===== src/hdl/assert_macros.svh =====
// ----------------------------------------------------------------------------
// Assertion macros
// Shared property wrappers for the PS/2 host link controller blocks.
// ----------------------------------------------------------------------------
`ifndef ASSERT_MACROS_SVH
`define ASSERT_MACROS_SVH

// Checks a property on every clock edge outside reset.
`define PS2HL_ASSERT(name, prop, msg) \
  name: assert property (@(posedge clk) disable iff (rst) (prop)) else $error(msg);

// Checks that a condition is followed by a property in the next cycle.
`define PS2HL_ASSERT_NEXT(name, cond, prop, msg) \
  name: assert property (@(posedge clk) disable iff (rst) (cond) |=> (prop)) else $error(msg);

`endif


===== src/hdl/ps2hl_pkg.sv =====
// ----------------------------------------------------------------------------
// PS/2 host link package
// Types, constants and helpers shared by the PS/2 host link controller.
// ----------------------------------------------------------------------------
`timescale 1ns / 1ps
`default_nettype none

package ps2hl_pkg;

  localparam int FIFO_DEPTH_DEFAULT = 4;

  localparam logic [15:0] GAP_MAX          = 16'hFFFF;
  localparam logic [27:0] ELAPSED_MAX      = 28'h0FFF_FFFF;
  localparam logic [10:0] RX_IDLE_BITS     = 11'h7FF;
  localparam logic [15:0] GAP_LIMIT_RST    = 16'd5000;
  localparam logic [15:0] HOLD_TICKS_RST   = 16'd600;
  localparam logic [27:0] TIMEOUT_RST      = 28'h0FFF_FFFF;

  localparam logic [1:0] CFG_GAP_LIMIT  = 2'd0;
  localparam logic [1:0] CFG_HOLD_TICKS = 2'd1;
  localparam logic [1:0] CFG_TIMEOUT    = 2'd2;

  typedef enum logic [1:0] {
    ACT_TICK = 2'd0,
    ACT_EDGE = 2'd1,
    ACT_SEND = 2'd2,
    ACT_POP  = 2'd3
  } action_t;

  typedef enum logic [5:0] {
    PH_IDLE = 6'b000001,
    PH_RX   = 6'b000010,
    PH_REQ  = 6'b000100,
    PH_HOLD = 6'b001000,
    PH_TX   = 6'b010000,
    PH_ACK  = 6'b100000
  } phase_t;

  localparam logic [2:0] CODE_IDLE = 3'd0;
  localparam logic [2:0] CODE_RX   = 3'd1;
  localparam logic [2:0] CODE_REQ  = 3'd2;
  localparam logic [2:0] CODE_HOLD = 3'd3;
  localparam logic [2:0] CODE_TX   = 3'd4;
  localparam logic [2:0] CODE_ACK  = 3'd5;

  typedef struct packed {
    logic [15:0] gap_limit;
    logic [15:0] hold_ticks;
    logic [27:0] timeout_ticks;
  } cfg_t;

  typedef struct packed {
    logic       clk_drive_low;
    logic       data_drive_low;
    logic       rx_byte_valid;
    logic [2:0] rx_count;
    logic       rx_done;
    logic       tx_done;
    logic       byte_dropped;
    logic [2:0] link_phase;
  } link_res_t;

  function automatic logic [2:0] phase_code(phase_t ph);
    logic [2:0] code;
    code = CODE_IDLE;
    unique case (ph)
      PH_IDLE: code = CODE_IDLE;
      PH_RX:   code = CODE_RX;
      PH_REQ:  code = CODE_REQ;
      PH_HOLD: code = CODE_HOLD;
      PH_TX:   code = CODE_TX;
      PH_ACK:  code = CODE_ACK;
      default: code = CODE_IDLE;
    endcase
    return code;
  endfunction

endpackage

`default_nettype wire


===== src/hdl/ps2hl_ram.sv =====
// ----------------------------------------------------------------------------
// Generic RAM
// Single write port, single read port with registered read data.
// ----------------------------------------------------------------------------
`timescale 1ns / 1ps
`default_nettype none

module ps2hl_ram #(
  parameter int WIDTH = 8,
  parameter int DEPTH = 4
) (
  input  wire logic                     clk,
  input  wire logic                     we,
  input  wire logic [$clog2(DEPTH)-1:0] waddr,
  input  wire logic [WIDTH-1:0]         wdata,
  input  wire logic                     re,
  input  wire logic [$clog2(DEPTH)-1:0] raddr,
  output logic      [WIDTH-1:0]         rdata
);

  logic [WIDTH-1:0] mem [DEPTH];

  always_ff @(posedge clk) begin
    if (we) begin
      mem[waddr] <= wdata;
    end
    if (re) begin
      rdata <= mem[raddr];
    end
  end

endmodule

`default_nettype wire


===== src/hdl/ps2hl_link.sv =====
// ----------------------------------------------------------------------------
// PS/2 host link state
// Applies one event per cycle, when advance is set, to the receive, transmit and FIFO state.
// ----------------------------------------------------------------------------
`timescale 1ns / 1ps
`default_nettype none
`include "assert_macros.svh"

module ps2hl_link #(
  parameter int FIFO_DEPTH = ps2hl_pkg::FIFO_DEPTH_DEFAULT
) (
  input  wire logic                clk,
  input  wire logic                rst,
  input  wire ps2hl_pkg::cfg_t     cfg,
  input  wire logic                advance,
  input  wire ps2hl_pkg::action_t  act,
  input  wire logic                data_bit,
  input  wire logic [7:0]          cmd,
  output ps2hl_pkg::link_res_t     res,
  output logic [7:0]               pop_data
);

  localparam int AW = $clog2(FIFO_DEPTH);
  localparam int CW = $clog2(FIFO_DEPTH + 1);

  ps2hl_pkg::phase_t phase, phase_next;
  logic [10:0] rx_shift, rx_shift_next;
  logic [9:0]  tx_shift, tx_shift_next;
  logic [15:0] gap, gap_next;
  logic [27:0] elapsed, elapsed_next;
  logic [AW-1:0] head, head_next, tail, tail_next;
  logic [CW-1:0] count, count_next;
  logic rx_done, rx_done_next, tx_done, tx_done_next;
  logic clk_drv, clk_drv_next, data_drv, data_drv_next;

  logic [10:0] rx_base, rx_new;
  logic [9:0]  tx_shifted;
  logic        wr_en, rd_en, dropped;
  logic [CW+2:0] count_ext;

  always_comb begin
    phase_next    = phase;
    rx_shift_next = rx_shift;
    tx_shift_next = tx_shift;
    gap_next      = gap;
    elapsed_next  = elapsed;
    head_next     = head;
    tail_next     = tail;
    count_next    = count;
    rx_done_next  = rx_done;
    tx_done_next  = tx_done;
    clk_drv_next  = clk_drv;
    data_drv_next = data_drv;
    wr_en         = 1'b0;
    rd_en         = 1'b0;
    dropped       = 1'b0;
    rx_base       = (gap > cfg.gap_limit) ? ps2hl_pkg::RX_IDLE_BITS : rx_shift;
    rx_new        = {data_bit, rx_base[10:1]};
    tx_shifted    = {1'b0, tx_shift[9:1]};
    if (advance) begin
      unique case (act)
        ps2hl_pkg::ACT_TICK: begin
          if (gap != ps2hl_pkg::GAP_MAX) begin
            gap_next = gap + 16'd1;
          end
          unique case (phase)
            ps2hl_pkg::PH_REQ: begin
              rx_done_next  = 1'b0;
              tx_done_next  = 1'b0;
              clk_drv_next  = 1'b1;
              data_drv_next = 1'b1;
              phase_next    = ps2hl_pkg::PH_HOLD;
              elapsed_next  = '0;
            end
            ps2hl_pkg::PH_HOLD: begin
              if (elapsed < {12'd0, cfg.hold_ticks}) begin
                elapsed_next = elapsed + 28'd1;
              end else begin
                clk_drv_next = 1'b0;
                phase_next   = ps2hl_pkg::PH_TX;
                elapsed_next = '0;
              end
            end
            ps2hl_pkg::PH_TX: begin
              if (elapsed > cfg.timeout_ticks) begin
                data_drv_next = 1'b0;
                phase_next    = ps2hl_pkg::PH_IDLE;
              end else if (elapsed < ps2hl_pkg::ELAPSED_MAX) begin
                elapsed_next = elapsed + 28'd1;
              end
            end
            default: begin
            end
          endcase
        end
        ps2hl_pkg::ACT_EDGE: begin
          unique case (phase)
            ps2hl_pkg::PH_TX: begin
              data_drv_next = ~tx_shift[0];
              tx_shift_next = tx_shifted;
              if (tx_shifted == '0) begin
                phase_next = ps2hl_pkg::PH_ACK;
              end
            end
            ps2hl_pkg::PH_ACK: begin
              tx_done_next = 1'b1;
              phase_next   = ps2hl_pkg::PH_IDLE;
            end
            ps2hl_pkg::PH_REQ, ps2hl_pkg::PH_HOLD: begin
            end
            default: begin
              if (gap > cfg.gap_limit) begin
                rx_done_next = 1'b0;
              end
              gap_next      = '0;
              phase_next    = ps2hl_pkg::PH_RX;
              rx_shift_next = rx_new;
              if (!rx_new[0]) begin
                rx_done_next  = 1'b1;
                phase_next    = ps2hl_pkg::PH_IDLE;
                rx_shift_next = ps2hl_pkg::RX_IDLE_BITS;
                if (count != CW'(FIFO_DEPTH)) begin
                  wr_en      = 1'b1;
                  count_next = count + CW'(1);
                  tail_next  = (tail == AW'(FIFO_DEPTH - 1)) ? '0 : tail + AW'(1);
                end else begin
                  dropped = 1'b1;
                end
              end
            end
          endcase
        end
        ps2hl_pkg::ACT_SEND: begin
          tx_shift_next = {1'b1, ~^cmd, cmd};
          phase_next    = ps2hl_pkg::PH_REQ;
        end
        ps2hl_pkg::ACT_POP: begin
          if (count != '0) begin
            rd_en      = 1'b1;
            count_next = count - CW'(1);
            head_next  = (head == AW'(FIFO_DEPTH - 1)) ? '0 : head + AW'(1);
          end
        end
        default: begin
        end
      endcase
    end
  end

  always_ff @(posedge clk) begin
    if (rst) begin
      phase    <= ps2hl_pkg::PH_IDLE;
      rx_shift <= ps2hl_pkg::RX_IDLE_BITS;
      tx_shift <= '0;
      gap      <= '0;
      elapsed  <= '0;
      head     <= '0;
      tail     <= '0;
      count    <= '0;
      rx_done  <= 1'b0;
      tx_done  <= 1'b0;
      clk_drv  <= 1'b0;
      data_drv <= 1'b0;
    end else begin
      phase    <= phase_next;
      rx_shift <= rx_shift_next;
      tx_shift <= tx_shift_next;
      gap      <= gap_next;
      elapsed  <= elapsed_next;
      head     <= head_next;
      tail     <= tail_next;
      count    <= count_next;
      rx_done  <= rx_done_next;
      tx_done  <= tx_done_next;
      clk_drv  <= clk_drv_next;
      data_drv <= data_drv_next;
    end
  end

  ps2hl_ram #(
    .WIDTH (8),
    .DEPTH (FIFO_DEPTH)
  ) u_fifo_ram (
    .clk   (clk),
    .we    (wr_en),
    .waddr (tail),
    .wdata (rx_new[8:1]),
    .re    (rd_en),
    .raddr (head),
    .rdata (pop_data)
  );

  assign count_ext = {3'd0, count_next};

  always_comb begin
    res.clk_drive_low  = clk_drv_next;
    res.data_drive_low = data_drv_next;
    res.rx_byte_valid  = rd_en;
    res.rx_count       = count_ext[2:0];
    res.rx_done        = rx_done_next;
    res.tx_done        = tx_done_next;
    res.byte_dropped   = dropped;
    res.link_phase     = ps2hl_pkg::phase_code(phase_next);
  end

  `PS2HL_ASSERT(a_count_bound, count <= CW'(FIFO_DEPTH), "FIFO count above depth")
  `PS2HL_ASSERT(a_hold_drives, (phase != ps2hl_pkg::PH_HOLD) || (clk_drv && data_drv), "hold without both lines low")
  `PS2HL_ASSERT(a_ack_empty, (phase != ps2hl_pkg::PH_ACK) || (tx_shift == '0), "ack phase with bits left")
  `PS2HL_ASSERT(a_drop_full, !dropped || (count == CW'(FIFO_DEPTH)), "byte dropped with room left")
  `PS2HL_ASSERT_NEXT(a_empty_pop, advance && (act == ps2hl_pkg::ACT_POP) && (count == '0), $stable(count) && $stable(head), "pop of empty FIFO changed pointers")

endmodule

`default_nettype wire


===== src/hdl/ps2_host_link_controller_top.sv =====
// ----------------------------------------------------------------------------
// PS/2 host link controller
// Host side of a PS/2 link: receive FIFO, request-to-send transmit, timers.
// ----------------------------------------------------------------------------
// Events enter on the s_axis channel, one per beat: tuser carries the action
// (tick, clock falling edge, send, pop), tdata the sampled data level and the
// command byte. Every event gives exactly one status beat on m_axis: line
// drives, popped byte, FIFO fill, sticky done flags, drop flag and phase.
// An accepted beat is held in the input register; the state update then
// loads the output register with its status beat. One beat is taken every
// cycle while m_axis does not stall; the state update is combinational
// logic, and the popped byte is read from the FIFO RAM in the same cycle
// that loads the output register.
// When m_axis stalls, the output register holds its beat and the input
// register keeps one more event, after which s_axis_tready drops.
// Reset clears the phase, timers, FIFO pointers, flags and line drives and loads
// the register defaults: gap limit 5000, hold 600, timeout 0x0FFFFFFF. The user must
// write registers via cfg_we, cfg_index and cfg_data only while idle; not enforced.
// ----------------------------------------------------------------------------
`timescale 1ns / 1ps
`default_nettype none

module ps2_host_link_controller_top #(
  parameter int FIFO_DEPTH = ps2hl_pkg::FIFO_DEPTH_DEFAULT
) (
  input  wire logic        clk,
  input  wire logic        rst,
  input  wire logic        cfg_we,
  input  wire logic [1:0]  cfg_index,
  input  wire logic [27:0] cfg_data,
  input  wire logic        s_axis_tvalid,
  output logic             s_axis_tready,
  // tdata: [0] data_line, [8:1] command, [15:9] zero.
  input  wire logic [15:0] s_axis_tdata,
  // tuser: [1:0] action.
  input  wire logic [1:0]  s_axis_tuser,
  output logic             m_axis_tvalid,
  input  wire logic        m_axis_tready,
  // tdata: [0] clk_drive_low, [1] data_drive_low, [9:2] rx_byte,
  // [10] rx_byte_valid, [13:11] rx_count, [14] rx_done, [15] tx_done,
  // [16] byte_dropped, [19:17] link_phase, [23:20] zero.
  output logic [23:0]      m_axis_tdata
);

  ps2hl_pkg::cfg_t      cfg;
  ps2hl_pkg::link_res_t res, res_q;
  ps2hl_pkg::action_t   act_q;

  logic       in_valid;
  logic       bit_q;
  logic [7:0] cmd_q;
  logic       advance;
  logic [7:0] pop_data;

  assign advance       = in_valid && (!m_axis_tvalid || m_axis_tready);
  assign s_axis_tready = !in_valid || advance;

  always_ff @(posedge clk) begin
    if (rst) begin
      cfg.gap_limit     <= ps2hl_pkg::GAP_LIMIT_RST;
      cfg.hold_ticks    <= ps2hl_pkg::HOLD_TICKS_RST;
      cfg.timeout_ticks <= ps2hl_pkg::TIMEOUT_RST;
    end else if (cfg_we) begin
      unique case (cfg_index)
        ps2hl_pkg::CFG_GAP_LIMIT:  cfg.gap_limit     <= cfg_data[15:0];
        ps2hl_pkg::CFG_HOLD_TICKS: cfg.hold_ticks    <= cfg_data[15:0];
        ps2hl_pkg::CFG_TIMEOUT:    cfg.timeout_ticks <= cfg_data;
        default: begin
        end
      endcase
    end
  end

  always_ff @(posedge clk) begin
    if (rst) begin
      in_valid <= 1'b0;
    end else if (s_axis_tready) begin
      in_valid <= s_axis_tvalid;
    end
  end

  always_ff @(posedge clk) begin
    if (s_axis_tready && s_axis_tvalid) begin
      act_q <= ps2hl_pkg::action_t'(s_axis_tuser);
      bit_q <= s_axis_tdata[0];
      cmd_q <= s_axis_tdata[8:1];
    end
  end

  ps2hl_link #(
    .FIFO_DEPTH (FIFO_DEPTH)
  ) u_link (
    .clk      (clk),
    .rst      (rst),
    .cfg      (cfg),
    .advance  (advance),
    .act      (act_q),
    .data_bit (bit_q),
    .cmd      (cmd_q),
    .res      (res),
    .pop_data (pop_data)
  );

  always_ff @(posedge clk) begin
    if (rst) begin
      m_axis_tvalid <= 1'b0;
    end else if (advance) begin
      m_axis_tvalid <= 1'b1;
    end else if (m_axis_tready) begin
      m_axis_tvalid <= 1'b0;
    end
  end

  always_ff @(posedge clk) begin
    if (advance) begin
      res_q <= res;
    end
  end

  assign m_axis_tdata = {4'd0,
                         res_q.link_phase,
                         res_q.byte_dropped,
                         res_q.tx_done,
                         res_q.rx_done,
                         res_q.rx_count,
                         res_q.rx_byte_valid,
                         res_q.rx_byte_valid ? pop_data : 8'h00,
                         res_q.data_drive_low,
                         res_q.clk_drive_low};

endmodule

`default_nettype wire

===== config.mk =====
export PLATFORM = sky130hd
export DESIGN_NAME = ps2_host_link_controller_top
export DESIGN_NICKNAME = d
export VERILOG_FILES = /design/src/hdl/ps2hl_pkg.sv /design/src/hdl/ps2hl_ram.sv /design/src/hdl/ps2hl_link.sv /design/src/hdl/ps2_host_link_controller_top.sv
export VERILOG_INCLUDE_DIRS = /design/src /design/src/hdl
export SDC_FILE = /design/constraint.sdc
export NUM_CORES = 1
export LEC_CHECK = 0
export BUFFER_PORTS_ARGS = -buffer_cell sky130_fd_sc_hd__buf_2
export CAP_MARGIN = 20
export CORE_ASPECT_RATIO = 0.7
export CORE_UTILIZATION = 65
export DETAILED_ROUTE_END_ITERATION = 10
export PLACE_DENSITY = 0.93
export SLEW_MARGIN = 15
export SYNTH_ARGS = -nofsm -noshare
export SYNTH_HDL_FRONTEND = slang
export SYNTH_SLANG_ARGS = --single-unit

===== constraint.sdc =====
create_clock -name clk -period 6.87 [get_ports clk]
set_input_delay 1.0305 -clock clk [delete_from_list [all_inputs] [get_ports clk]]
set_output_delay 1.0305 -clock clk [all_outputs]
set_load 0.05 [all_outputs]

-- Yosys cells after proc, flatten, opt, wreduce, memory -nomap -nowiden
Memories as Yosys holds them, arrays and structs flattened. A register that Yosys moved wholly into a read port is not among the register bits.
Index checks and enable logic that the tools add are counted.
- bits in registers: 167
- memory bits (writable): 32
- output and inout port bits: 26
- input bits: 53
- memories: 1
- logic and storage cells: 154
- memories (memory ; depth ; bits a word ; read ports ; clocked after Yosys merged registers in ; wr ports ; RTL line ; text):
    u_link.u_fifo_ram.mem ; 4 ; 8 ; 1 ; 1 ; 1 ; ps2hl_ram.sv:21 ; logic [WIDTH-1:0] mem [DEPTH];
- bitwise logic cells: 4
- eq/ne operators: 23
- $lt $le $gt $ge: 4
- reductions and logical operators: 27
- multiplexer cells: 61
- add/subtract/negate cells: 6
- operator list (cell ; number):
    $mux 28 ; 3
    $pmux 28 s3 ; 1
    $pmux 6 s3 ; 3
    $mux 16 ; 2
    $pmux 16 s2 ; 1
    $add 28x1->28 const B ; 1
    $gt 28x28->1 ; 1
    $lt 28x16->1 ; 1
    $lt 28x28->1 const B ; 1
    $mux 1 ; 27
    $mux 6 ; 4
    $mux 11 ; 2
    $pmux 10 s2 ; 1
    $add 16x1->16 const B ; 1
    $gt 16x16->1 ; 1
    $ne 16x16->1 const B ; 1
    $mux 3 ; 5
    $pmux 3 s5 ; 1
    $eq 6x3->1 const B ; 2
    $eq 6x4->1 const B ; 2
    $eq 6x5->1 const B ; 2
    $eq 6x6->1 const B ; 2
    $eq 2x2->1 const B ; 5
    $mux 10 ; 1
    28 further kinds ; 54

-- Logic depth before layout (Yosys ltp)
- depth in word-level cells: 8
- gate-level depth with buffers: 12
- depth with buffers taken out: 10

-- Cells and area by module
A second synthesis with hierarchy kept.
- cells, all modules: 1108
- area total of the unflattened synthesis: 10770.3 um^2
- by module, submodules not included (module ; cells an instance ; seq. area each (um^2) ; instances ; area each (um^2)):
    ps2hl_link ; 763 ; 1621.6 ; 1 ; 6065.8
    ps2_host_link_controller_top ; 291 ; 1931.9 ; 1 ; 3275.6
    ps2hl_ram ; 54 ; 1201.2 ; 1 ; 1428.9

-- Worst setup path after synthesis
No wires, ideal clock.
- path type: input to register
- start: in m_axis_tready
- end: reg u_link.gap[15]
- required time: 6.742 ns
- cell stages on the path: 10
- path buffers: 1
- arrival: 2.951 ns
- library setup time: 0.128 ns
- path slack: 3.792 ns
- cells stage by stage: nand2b_1 -> nand2_1 -> inv_1 -> nand2b_1 -> a211o_1 -> buf_2 -> nor3_2 -> nor3b_1 -> xnor2_1 -> nor2_1
- word-level cells in the longest chain between the ends: 3
- RTL lines (element ; RTL line ; text):
    from (decl) ; ps2_host_link_controller_top.sv:38 ; input wire logic m_axis_tready,
    $logic_or 1x1->1 ; ps2_host_link_controller_top.sv:55 ; assign advance = in_valid && (!m_axis_tvalid || m_axis_tready);
    $logic_and 1x1->1 ; ps2_host_link_controller_top.sv:55 ;
    named net advance ; ps2_host_link_controller_top.sv:52 ; logic advance;
    $reduce_and 4->1 (no line) ; n/a ;
    to (signal assigned) ; ps2hl_link.sv:168 ; gap <= gap_next;
    to (decl) ; ps2hl_link.sv:29 ; logic [15:0] gap, gap_next;
The timed path passes the listed nets, and every way through them passes these cells.
A chain may end at the register's enable or synchronous reset.

-- Worst setup path in the final report
- start: reg u_link.elapsed[27]
- end: reg u_link.elapsed[24]
- word-level cells in the longest chain between the ends: 3
- elaborated cells between the ends (all ways): 8
- classes of those cells: order compare (3); eq/ne (2); mux (2); reduce/logical (1)
- RTL lines (element ; RTL line ; text):
    from (decl) ; ps2hl_link.sv:30 ; logic [27:0] elapsed, elapsed_next;
    from (signal assigned) ; ps2hl_link.sv:169 ; elapsed <= elapsed_next;
    $gt 28x28->1, or another cell as far along ; ps2hl_link.sv:85 ; if (elapsed > cfg.timeout_ticks) begin
    $ne 2x2->1 (no line), or another cell as far along ; n/a ;
    $reduce_and 5->1 (no line) or $pmux 28 s3 (tied branches) ; n/a ;
Several ways; a longest one is shown, not always the timed one.

==> results.sh <==
export IMPL_pwr_density_cell_mw_per_mm2=231
export IMPL_final_max_slew_violation_count=0
export IMPL_viasPerCell=6.33
export IMPL_peakVddDrop_mv=0.168
export IMPL_clk_latency_ns=0.50
export IMPL_area_growth_pct=11.1
export IMPL_setup_viol=0
export IMPL_antenna_cells=0
export IMPL_synth_compound_area_share_pct=14.2
export IMPL_layout_setup_ws_ns=2.56
export IMPL_yosysTopAreaCell="dfxtp_1"
export IMPL_place_ws_ns=2.71
export IMPL_via_count=8506
export IMPL_die_w_um=152
export IMPL_drt_pass1_iterations=9
export IMPL_synth_edf_count=63
export IMPL_synth_area_sq_mm=0.0102
export IMPL_nets=1256
export IMPL_synthCells=1082
export IMPL_avgSynthCellArea_sq_um=9.45
export IMPL_cts_hold_buf=0
export IMPL_drc=0
export IMPL_cts_resized_gates=0
export IMPL_post_cts_setup_buffers=0
export IMPL_drt_wl_total_um=25300
export IMPL_status="finished, final reports clean"
export IMPL_fillers=1019
export IMPL_place_area_sq_mm=0.0106
export IMPL_cts_made_buffers=20
export IMPL_synthMuxAreaShare_pct=2.85
export IMPL_drt_iter0_drc=1006
export IMPL_clock_skew_ns=0.0152
export IMPL_dp_cells=1306
export IMPL_grt_overflow=0
export IMPL_path_class="reg -> reg"
export IMPL_synthArstFlopShare_pct=0
export IMPL_hold_ws_ns=0.457
export IMPL_h_tree_depth=1
export IMPL_initial_core_util_pct=68.1
export IMPL_design_area_sq_mm=0.0114
export IMPL_synthSimpleGateAreaFrac_pct=19.5
export IMPL_die_area_sq_mm=0.0162
export IMPL_avgRoutedWirePerCell_um=18.9
export IMPL_synth_xor_area_share_pct=3.60
export IMPL_yosysWarnings=0
export IMPL_ys_types=69
export IMPL_rsz0062_at_grt="false"
export IMPL_core_sq_mm=0.0150
export IMPL_final_util_pct=75.7
export IMPL_clk_pin_slew_worst_paths_ns=0.07
export IMPL_startpoint_type="flip-flop"
export IMPL_power_mw=2.62
export IMPL_slew_headroom_pct=25.4
export IMPL_hp_class="reg -> reg"
export IMPL_cts_sinks=206
export IMPL_timing_fmax_mhz=232
export IMPL_synth_seq_cells=206
export IMPL_antenna_left=0
export IMPL_synth_top_family_by_area="simple AND/OR/NAND/NOR gates"
export IMPL_maxCapViolations=0
export IMPL_antenna_found_initial=0
export IMPL_first_global_vias=7966
export IMPL_drive_above_1_share_pct=12.4
export IMPL_grt_pass1_wl_um=40600
export IMPL_end_kind="flip-flop"
export IMPL_core_rowCount=37
export IMPL_synth_fa_ha_area_share_pct=8.45
export IMPL_cp_max_fo=15
export IMPL_period_needed_ns=4.31
export IMPL_fp_dieH_um=107
export IMPL_tightest_slew_ns=1.12
export IMPL_final_cells=1343
export IMPL_dpl_hpwl_um=16700
export IMPL_grt_use_total_pct=31.2
export IMPL_leakage_nw=4.60
export IMPL_tns_ns=0
export IMPL_ys_flop_type="dfxtp_1"
export IMPL_grt_max_degree=84
export IMPL_synth_seq_area_share_pct=46.5
export IMPL_routabilityCongestion=0.911
export IMPL_required_ns=7.30
export IMPL_cts_tree="built"
export IMPL_netlist_area_leader_share_pct=28.0
export IMPL_post_route_period_util_pct=62.7
export IMPL_hold_viol=0
export IMPL_clk_path_buf_depth=3
export IMPL_worstPathArrival_ns=4.73
export IMPL_yosys_top_cells_area="dfxtp_1, edfxtp_1, ha_1"
export IMPL_cts_root_buffer="clkbuf_16"
export IMPL_port_buffer_count=67
export IMPL_io_pins=79
## cells in the mapped netlist, types with 4 or more instances
master,n
or2_2,10
clkbuf_1,28
nand3_1,25
and2_1,21
buf_2,8
xor2_1,21
a211o_1,34
o22ai_1,9
o21a_1,16
nand4_1,32
buf_4,4
a211oi_1,17
dfxtp_1,143
mux2i_1,10
and3_1,10
nor4_1,11
xnor2_1,21
buf_1,6
and4_1,4
nor2b_1,10
nand2_1,106
o211ai_1,12
nor2_1,120
nand2b_1,7
nor3b_1,5
nor3_1,21
o21ai_0,25
ha_1,69
a21oi_1,72
mux4_2,8
edfxtp_1,63
o31ai_1,4
or3_1,7
inv_1,72
## routing by layer
layer,GRT usage [%],part of all wire (%)
met5,0,0
met4,11.4,3.5
met3,5.70,10
met2,49.6,45
met1,42.7,42
## state kept, by name, summed over array words and instances (netlist names), 10 cells and up
register and flops:
cfg 60, u_link.u_fifo_ram.mem 32, u_link.elapsed 28, u_link.gap 16, m_axis_tdata 12, u_link.rx_shift 10, u_link.tx_shift 10
## layout make-up
type / count / area, sq um / area share [%]
Inverter: 72 / 270 / 2.38
Clock inverter: 11 / 111 / 0.981
Clock buffer: 25 / 582 / 5.12
Sequential cell: 206 / 4750 / 41.9
Timing Repair Buffer: 75 / 395 / 3.48
Multi-Input combinational cell: 759 / 5000 / 44.0
Tap cell: 195 / 244 / 2.15
## logic make-up after synthesis
group | count (synthesis)
other | 1
AO/OA/AOI/OAI | 217
buffers and inverters | 120
adder cells (fa/ha/maj) | 69
AND/OR/NAND/NOR | 408
XOR/XNOR | 42
multiplexers | 19
flip-flops | 206
## worst paths after layout
path	start	to	slack (ns)	depth (start not counted)
worst max register to register	u_link.elapsed[27]	u_link.elapsed[24]	2.56	9
worst max-delay path	u_link.elapsed[27]	u_link.elapsed[24]	2.56	9
worst min-delay path	cfg[54]	cfg[54]	0.46	2
worst min register to register	cfg[54]	cfg[54]	0.46	2
## cell usage in the layout (no fill, tap or decap), types with 11 or more instances in the layout
cell type and instances:
dfxtp_1 143, nand4_1 32, o21ai_0 25, a21oi_1 71
nand2_1 106, nor4_1 11, nor2_1 120, edfxtp_1 63
a211o_1 34, inv_1 72, a211oi_1 17, clkbuf_16 22
and2_1 21, o211ai_1 12, xor2_1 21, xnor2_1 21
o21a_1 16, ha_1 69, buf_2 67, nand3_1 25
nor3_1 21
## critical path, stage by stage (launching register included)
cell	delay, ns
dfxtp_1	0.36
ha_1	0.34
nand4_1	0.22
nor4_1	0.58
nor4b_1	0.43
a21oi_1	0.23
o21ai_1	0.67
nand4_1	0.68
or3_1	0.56
a21oi_1	0.15
## power by group
part | switching [mW] | total (mW) | internal [mW]
clock network | 0.473 | 1.15 | 0.678
registers | 0.0186 | 1.29 | 1.27
logic | 0.117 | 0.176 | 0.0586
Power figures use the tool's default switching activity.
